$ cat src/design/drgpq_ram.sv
// Generic single-port-write, single-port-read RAM with registered read data.
// No dependencies.
module drgpq_ram #(
  parameter int unsigned Width = 8,
  parameter int unsigned Depth = 64
) (
  input  logic                     clk,
  input  logic                     we,
  input  logic [$clog2(Depth)-1:0] waddr,
  input  logic [Width-1:0]         wdata,
  input  logic [$clog2(Depth)-1:0] raddr,
  output logic [Width-1:0]         rdata
);
  logic [Width-1:0] mem [Depth];

  always_ff @(posedge clk) begin
    if (we) begin
      mem[waddr] <= wdata;
    end
    rdata <= mem[raddr];
  end
endmodule

$ cat config.mk
export PLATFORM = sky130hd
export DESIGN_NAME = drgpq_ram
export DESIGN_NICKNAME = d
export VERILOG_FILES = /design/src/design/drgpq_ram.sv
export SDC_FILE = /design/constraint.sdc
export NUM_CORES = 1
export LEC_CHECK = 0
export ABC_CLOCK_PERIOD_IN_PS = 4180
export BUFFER_PORTS_ARGS = -buffer_cell sky130_fd_sc_hd__buf_2
export CORE_UTILIZATION = 65
export CTS_BUF_LIST = sky130_fd_sc_hd__clkbuf_16
export CTS_CLUSTER_SIZE = 10
export DETAILED_ROUTE_END_ITERATION = 10
export PLACE_DENSITY = 0.86
export SYNTH_ARGS = -nofsm -noshare
export SYNTH_HDL_FRONTEND = slang
export SYNTH_SLANG_ARGS = --single-unit
$ cat constraint.sdc
create_clock -name clk -period 4.18 [get_ports clk]
set_input_delay 1.045 -clock clk [delete_from_list [all_inputs] [get_ports clk]]
set_output_delay 1.045 -clock clk [all_outputs]
set_load 0.01 [all_outputs]
After elaboration in Yosys (flattened, before gate mapping)
Memories as Yosys holds them, arrays and structs flattened. A register that Yosys moved wholly into a read port is not among the register bits.
Index checks and enable logic that the tools add are counted.
{ "totals": {"regBits": 0, "mem_bits_rw": 512, "word_cells": 3, "memories": 1} }
{ "classes": {"muxes": 2} }
{ "memory_table": {"columns": ["memory", "words", "width", "rd", "rd_clocked_by_memory_dff", "wr", "line", "rtl"], "rows": [
  ["mem", 64, 8, 1, 1, 1, "14", "logic [Width-1:0] mem [Depth];"]
]} }
{ "ops": {"columns": ["operator", "n"], "rows": [
  ["1-bit two-way mux", 2]
]} }

Logic depth before layout (Yosys ltp)
Gate-level depths: netlist (run 1).
{ "logic_depth": {"ltp_word": 2, "ltp_mapped": 9} }

Least setup slack after synthesis (run 1)
No wires, ideal clock.
{ "synth_path": {"path_type": "input port to flip-flop", "startpoint": "in raddr[1]", "endpoint": "reg rdata[3] (read register of mem)", "setup_ns": 0.128, "t_arrival_ns": 2.585, "setup_slack_ns": 1.467, "cell_stages": 7, "n_path_buf": 3, "cell_sequence": "buf_4 -> buf_2 -> buf_2 -> mux4_2 -> mux4_2 -> o21ai_1 -> o41ai_1"} }
{ "synth_lines": {"columns": ["element", "line", "rtl"], "rows": [
  ["start: declaration", "11", "input logic [$clog2(Depth)-1:0] raddr,"],
  ["end: declaration", "12", "output logic [Width-1:0] rdata"]
]} }

==> results of run 1 <==
[where the power goes]
group | leakage, uW | internal [uW] | switching [uW] | total [uW]
combinational | 0.00156 | 201 | 348 | 549
clock | 0.000965 | 2510 | 1930 | 4450
sequential | 0.00467 | 5780 | 20.6 | 5800
[placed cells by master, fill, tap and decap left out, types with 3 or more instances in the layout]
cell type,n
edfxtp_1,512
mux4_2,126
nor2_1,83
clkbuf_16,59
inv_1,43
buf_2,26
buf_4,25
mux2i_1,23
nand2_1,19
nor2b_1,14
mux2_2,13
nand3_1,13
o221ai_1,8
o22ai_1,8
dfxtp_1,8
nand2b_1,7
nor3_1,7
a221oi_1,6
buf_12,5
a211oi_1,4
nand3b_1,3
a21oi_1,3
a22oi_1,3
o2111ai_1,3
o2bb2ai_1,3
[critical path, stage by stage]
cell      delay, ns
buf_4          0.54
buf_4          0.36
nand2b_1       0.35
a211oi_1       0.45
nor4_1         0.12
nor3_1         0.66
o32ai_1        0.22
[path summary, 6_finish.rpt]
kind	end	cells past startpoint	start
worst min-delay path	rdata[1]	4	mem[19][1]
worst max-delay path	rdata[6]	7	raddr[1]
worst max register to register	rdata[6]	5	mem[16][6]
worst min register to register	rdata[1]	4	mem[19][1]
[per-stage QoR]
| stage | cell area [um^2] | util, % | worst slack, ns |
|---|---|---|---|
| after floorplan | 20200 | - | 1.47 |
| after global placement | 20800 | 67.9 | 0.578 |
| after detailed placement | 20800 | 67.9 | 0.528 |
| after CTS | 22400 | 73.3 | 1.01 |
| after global routing | 22400 | 73.3 | 0.852 |
| final | 22400 | 73.3 | 0.802 |
[metal layers]
layer  track usage, %  share of wire, %  vias to the layer above
met4             12.6               4.8                        0
met2             52.0                49                      870
met3             7.12                12                      190
li1                 -                 -                     4065
met1             42.3                34                     5274
met5                0                 0                        -
[flip-flops by register name, indices dropped and copies added (netlist names)]
signal and cells:
rdata 8, mem 512
[area by class of cell]
class | count | area [um^2]
clock buffer | 59 | 1480
timing repair buffer | 57 | 432
multi-input combinational | 369 | 4320
tap | 396 | 495
sequential | 520 | 15500
clock inverter | 46 | 183
fill | 1590 | 8150
[cell families (layout without fill, tap and decap cells)]
| family | after synthesis | in the layout | share of synthesized area [%] |
|---|---|---|---|
| buffers and inverters | 51 | 162 | 1.57 |
| muxes | 162 | 162 | 15.9 |
| AOI/OAI and AO/OA | 54 | 54 | 2.07 |
| and+or+nand+nor | 153 | 153 | 3.39 |
| DFF | 520 | 520 | 77.0 |
==> results_dict.tcl, run 1 <==
set metrics [dict create \
    drtIter0Drc 1821 \
    outcome "completed" \
    die_height_um 178 \
    syn_avg_cell_area_um2 21.5 \
    worstPathArrival_ns 3.78 \
    stdcell_count 1447 \
    cts_root_buffer "clkbuf_16" \
    drt-vias-per-instance 7.19 \
    ys_seq_area_share_pct 77.0 \
    yosysWarnings 0 \
    cap_violations 0 \
    ys_types 40 \
    numPortBuffers 29 \
    r2r_slack_ns 1.64 \
    yosysTopAreaCell "edfxtp_1" \
    crit_path_end_kind "register" \
    wl_mm 48.0 \
    power_uw 10800 \
    rsz0062_at_grt "no" \
    synthArstFlopShare_pct 0 \
    first_global_vias 10624 \
    cts_setup_buffers 0 \
    grt-ovfl-total 0 \
    clk_pin_slew_ns 0.06 \
    period_needed_ns 3.38 \
    die_area_um2 31700 \
    p_per_area_nw_per_um2 481 \
    synth.most_common_cell "edfxtp_1" \
    initial_core_util_pct 65.9 \
    cts_resized 0 \
    drtPass1Iterations 8 \
    clock_latency_ns 0.58 \
    setup_viol 0 \
    syn_nets 962 \
    worstMarginPinSlew_ns 1.30 \
    placed_cells 1342 \
    hold_violations 0 \
    fin_skew_ns 0.0195 \
    synth_top_area_share_pct 76.2 \
    syn_area_um2 20200 \
    synth.area.top_cells "edfxtp_1, mux4_2, nor2_1" \
    synth_edf_count 512 \
    grtUsageTotal_pct 31.8 \
    netlist_instances 940 \
    crit_type "input pin to register" \
    wl_per_cell_um 33.2 \
    layout-drive-gt1-share_pct 24.7 \
    cts.sinks 520 \
    ys_top_cells_by_count "edfxtp_1, mux4_2, nor2_1, mux2i_1, nand2_1" \
    rows 64 \
    numCtsBuffers 58 \
    hold_slack_ns 0.897 \
    antenna_found_initial 1 \
    max_freq_mhz 296 \
    nets 1028 \
    ys.flop_type "edfxtp_1" \
    die_x_um 178 \
    min_period_over_period_pct 80.8 \
    antenna_cells 0 \
    ios 30 \
    dp_hpwl_mm 26.4 \
    route.detailed.drc 0 \
    start_kind "input pin" \
    grt_pass1_wl_mm 70.3 \
    cts_buffer_depth 3 \
    cts.hold.buffers_added 0 \
    maxSlewHeadroom_pct 13.6 \
    design.core.area_um2 30600 \
    finalSetupTns_ns 0 \
    vias 10399 \
    drv_slew 0 \
    leakage_uw 0.00720 \
    crit_fanout 41 \
    place_congestion 0.889 \
    synth.ff_latch_count 520 \
    htreeDepth 2 \
    cts_tree "done" \
    grt_max_degree 65 \
    min_path_type "register to register" \
    ant_nets 0 \
    vdd_drop_max_uv 391 \
    area.growth.synth_to_final_pct 11.3 \
    cp.required_ns 4.58 \
]
(Power assumes the default switching activity.)
==> run 2, diff against run 1 <==
Settings changed: ABC_CLOCK_PERIOD_IN_PS 4180 to 3400, CORE_UTILIZATION 65 to 62, PLACE_DENSITY 0.86 to 0.83.
Clock period 4.18 ns to 3.4 ns, I/O delays scaled along.
==> results_dict.tcl, run 2 (synthesis gave the netlist of run 1 again) <==
set metrics [dict create \
    fin_util_pct 72.1 \
    drt-vias-per-instance 6.74 \
    min_path_cells 3 \
    dp_hpwl_mm 27.3 \
    layout_common_cells "edfxtp_1, mux4_2, buf_4" \
    min_period_over_period_pct 80.2 \
    crit_type "input pin to register" \
    cts_tree "done" \
    r2r-start "mem[29][4]" \
    layout-drive-gt1-share_pct 29.0 \
    clk_pin_slew_ns 0.06 \
    holdPathEnd "rdata[0]" \
    hold_violations 0 \
    drv_slew 0 \
    largestRegisters "mem (512), rdata (8)" \
    first_global_vias 10626 \
    max_freq_mhz 367 \
    outcome "completed" \
    cap_violations 0 \
    cts_buffer_depth 3 \
    numCtsBuffers 57 \
    min_path_type "input pin to register" \
    die_height_um 182 \
    drtPass1Iterations 5 \
    reg2reg_depth 5 \
    vdd_drop_max_uv 409 \
    timing.rr.end "rdata[4]" \
    cts_setup_buffers 0 \
    maxSlewHeadroom_pct 15.5 \
    ant_nets 0 \
    path_cells "buf_4 > buf_12 > buf_4 > nand2b_1 > a211oi_1 > nor4_1 > nor3_1 > o32ai_1" \
    worst-path-buf-inv 3 \
    rsz0062_at_grt "no" \
    htreeDepth 2 \
    setup_viol 0 \
    route.detailed.drc 0 \
    initial_core_util_pct 63.4 \
    leakage_uw 0.00749 \
    rows 65 \
    cts_root_buffer "clkbuf_16" \
    final_common_cell "edfxtp_1" \
    crit_path_end_kind "register" \
    area.growth.synth_to_final_pct 13.6 \
    wl_per_cell_um 30.4 \
    cp_top_family "buffers and inverters" \
    grtUsageTotal_pct 29.2 \
    grt_pass1_wl_mm 68.9 \
    cts.sinks 520 \
    fin_skew_ns 0.0162 \
    numPortBuffers 29 \
    antenna_found_initial 4 \
    slowest_delay_ns 0.48 \
    start_kind "input pin" \
    top_register "mem" \
    place_congestion 0.857 \
    ios 30 \
    wl_mm 46.8 \
    r2r_slack_ns 1.16 \
    grt-ovfl-total 0 \
    cp_slowest_cell "nor3_1" \
    design.core.area_um2 31800 \
    cts_resized 0 \
    cts.hold.buffers_added 0 \
    worstMarginPinSlew_ns 1.27 \
    hold_slack_ns 0.751 \
    cp.required_ns 3.82 \
    clock_latency_ns 0.56 \
    p_per_area_nw_per_um2 570 \
    finalSetupTns_ns 0 \
    grt_max_degree 65 \
    min_from "raddr[5]" \
    period_needed_ns 2.73 \
    nets 1092 \
    drtIter0Drc 1416 \
    largest_reg_flops 512 \
    vias 10393 \
    crit_fanout 23 \
    die_area_um2 33300 \
    die_x_um 182 \
    worstPathArrival_ns 3.15 \
    crit_path_frequent_cell "buf_4" \
]
run 2: routing by layer:
metal  vias to the layer above  share of wire (%)  global-route usage [%]
met5                         -              0.028                       0
met4                         2                3.4                    10.6
met3                       119                 11                    5.45
met2                       743                 49                    47.2
met1                      5353                 37                    40.7
li1                       4176                  -                       -
run 2: stage by stage:
stage | instances | total power (uW) | instance area [um^2] | setup slack, ns
detailed placement | 1446 | 7920 | 21400 | 0.284
floorplan | 940 | 7630 | 20200 | 0.882
CTS | 1538 | 13100 | 22900 | 0.812
global route | 1539 | 13400 | 22900 | 0.659
global placement | 1446 | 7890 | 21400 | 0.292
finish | 1541 | 13100 | 22900 | 0.672
run 2: worst max-delay path by stage:
stage              from        to  slack [ns]  cells past startpoint
2_1_floorplan  raddr[1]  rdata[3]        0.88                      7
6_report       raddr[1]  rdata[4]        0.67                      8
3_5_place_dp   raddr[0]  rdata[4]        0.28                      6
5_1_grt        raddr[1]  rdata[4]        0.66                      8
3_3_place_gp   raddr[0]  rdata[4]        0.29                      6
4_1_cts        raddr[0]  rdata[4]        0.81                      6
run 2: power breakdown:
group	internal, uW	switching [uW]	leakage [uW]
sequential	7100	26.8	0.00467
combinational	260	415	0.00192
clock	2970	2300	0.000889
run 2: worst min-delay path, stage by stage:
cell and delay (ns):
buf_2 0.23, nand2_1 0.11, o2bb2ai_1 0.06
run 2: cell type report:
class	count	area, um^2
diodes	3	7.51
clock buffers	57	1430
clock inverters	35	131
fillers	1701	8880
multi-input cells	369	4320
flip-flops and latches	520	15500
well taps	435	544
repair buffers	122	957
==> run 3, diff against run 2 <==
Settings changed: ABC_CLOCK_PERIOD_IN_PS 3400 to 2830.
Clock period 3.4 ns to 2.83 ns, I/O delays scaled along.
==> results_dict.tcl, run 3 (synthesis gave the netlist of run 1 again) <==
set metrics [dict create \
    outcome "completed" \
    vias 10636 \
    r2r_slack_ns 0.49 \
    die_x_um 182 \
    worstPathArrival_ns 3.04 \
    cts_setup_buffers 0 \
    cp.required_ns 3.26 \
    cp_top_family "multiplexers" \
    dpl_worst_slack_ns -0.0836 \
    p_per_area_nw_per_um2 686 \
    cts.sinks 520 \
    route.detailed.drc 0 \
    min_path_type "input pin to register" \
    ios 30 \
    drv_slew 0 \
    setup_viol 0 \
    largest_reg_flops 512 \
    hold_violations 0 \
    largestRegisters "mem (512), rdata (8)" \
    first_global_vias 10887 \
    grtUsageTotal_pct 30.0 \
    place_congestion 0.873 \
    cts_tree "done" \
    grt-ovfl-total 0 \
    cp_slowest_cell "mux4_2" \
    placed_cell_area_um2 21700 \
    layout-drive-gt1-share_pct 31.3 \
    cap_violations 0 \
    drtPass1Iterations 5 \
    die_height_um 182 \
    worstMarginPinSlew_ns 0.809 \
    numCtsBuffers 58 \
    power_uw 16000 \
    final_common_cell "edfxtp_1" \
    nets 1130 \
    dp_hpwl_mm 29.0 \
    clock_latency_ns 0.57 \
    area.growth.synth_to_final_pct 15.8 \
    finalInstanceArea_um2 23400 \
    grt_max_degree 65 \
    crit_type "input pin to register" \
    worst_slack_ns 0.221 \
    drt-vias-per-instance 6.68 \
    num-fill-cells 1638 \
    rsz0062_at_grt "no" \
    design.core.area_um2 31800 \
    cts_root_buffer "clkbuf_16" \
    path_cells "clkbuf_8 > buf_12 > mux4_2 > mux2_2 > o221a_2 > nor3_1 > o32ai_1" \
    stdcell_count 1592 \
    start_kind "input pin" \
    crit_path_end_kind "register" \
    antenna_found_initial 4 \
    maxSlewHeadroom_pct 46.1 \
    layout_common_cells "edfxtp_1, mux4_2, buf_4" \
    cts.hold.buffers_added 0 \
    numPortBuffers 29 \
    vdd_drop_max_uv 465 \
    leakage_uw 0.00777 \
    grt_pass1_wl_mm 70.6 \
    slowest_delay_ns 0.55 \
    max_freq_mhz 383 \
    min_period_over_period_pct 92.2 \
    clk_pin_slew_ns 0.06 \
    wl_mm 47.6 \
    initial_core_util_pct 63.4 \
    htreeDepth 2 \
    cts_resized 0 \
    die_area_um2 33300 \
    period_needed_ns 2.61 \
    cts_buffer_depth 3 \
    drtIter0Drc 1581 \
    fin_util_pct 73.5 \
    crit_fanout 22 \
    top_register "mem" \
    wl_per_cell_um 29.9 \
    placed_cells 1483 \
    rows 65 \
    fin_skew_ns 0.0112 \
    worst-path-buf-inv 2 \
    ant_nets 0 \
]
[run 3: changes by cell type in the layout (fill, tap and decap cells not counted)]
cell        previous run  this run
clkinv_1               0         2
clkinvlp_4             0         1
buf_4                 87       122
diode_2                3         2
inv_1                 35        43
clkbuf_16             57        61
buf_12                 8        10
[run 3: power breakdown]
part,internal [uW],total [uW],switching (uW)
Combinational,348,869,522
Clock,3820,6590,2770
Sequential,8530,8560,30.8
[run 3: stage by stage]
| step | setup TNS [ns] | hold slack (ns) |
|---|---|---|
| floorplan | 0 | 0.718 |
| global placement | -0.0331 | 0.790 |
| detailed placement | -0.130 | 0.816 |
| CTS | 0 | 0.568 |
| global route | 0 | 0.607 |
| finish | 0 | 0.597 |
[run 3: tightest hold or removal path: cells and delay by family]
| kind | cells | cell delay (ns) |
|---|---|---|
| AO/OA/AOI/OAI | 1 | 0.05 |
| buffers and inverters | 1 | 0.24 |
| AND/OR/NAND/NOR | 1 | 0.11 |
[run 3: final cells by class]
cell class              instances  area, um^2  area share, %
well taps                     435         544           2.33
repair buffers                159        1260           5.39
clock inverters                46         176          0.755
flip-flops and latches        520       15500           66.5
clock buffers                  61        1530           6.53
diodes                          2        5.00         0.0214
multi-input cells             369        4320           18.5
[run 3: worst paths after layout]
path / cells after the start / startpoint / endpoint
min reg2reg: 4 / mem[18][0] / rdata[0]
max reg2reg: 5 / mem[29][6] / rdata[6]
min: 3 / raddr[5] / rdata[1]
max: 7 / raddr[0] / rdata[6]
[run 3: per-layer routing]
layer	GRT usage [%]	share of wire (%)	up-vias
li1	-	-	4275
met1	42.3	36	5385
met2	46.1	48	838
met3	6.67	12	134
met4	13.0	3.8	4
met5	0	0.057	-
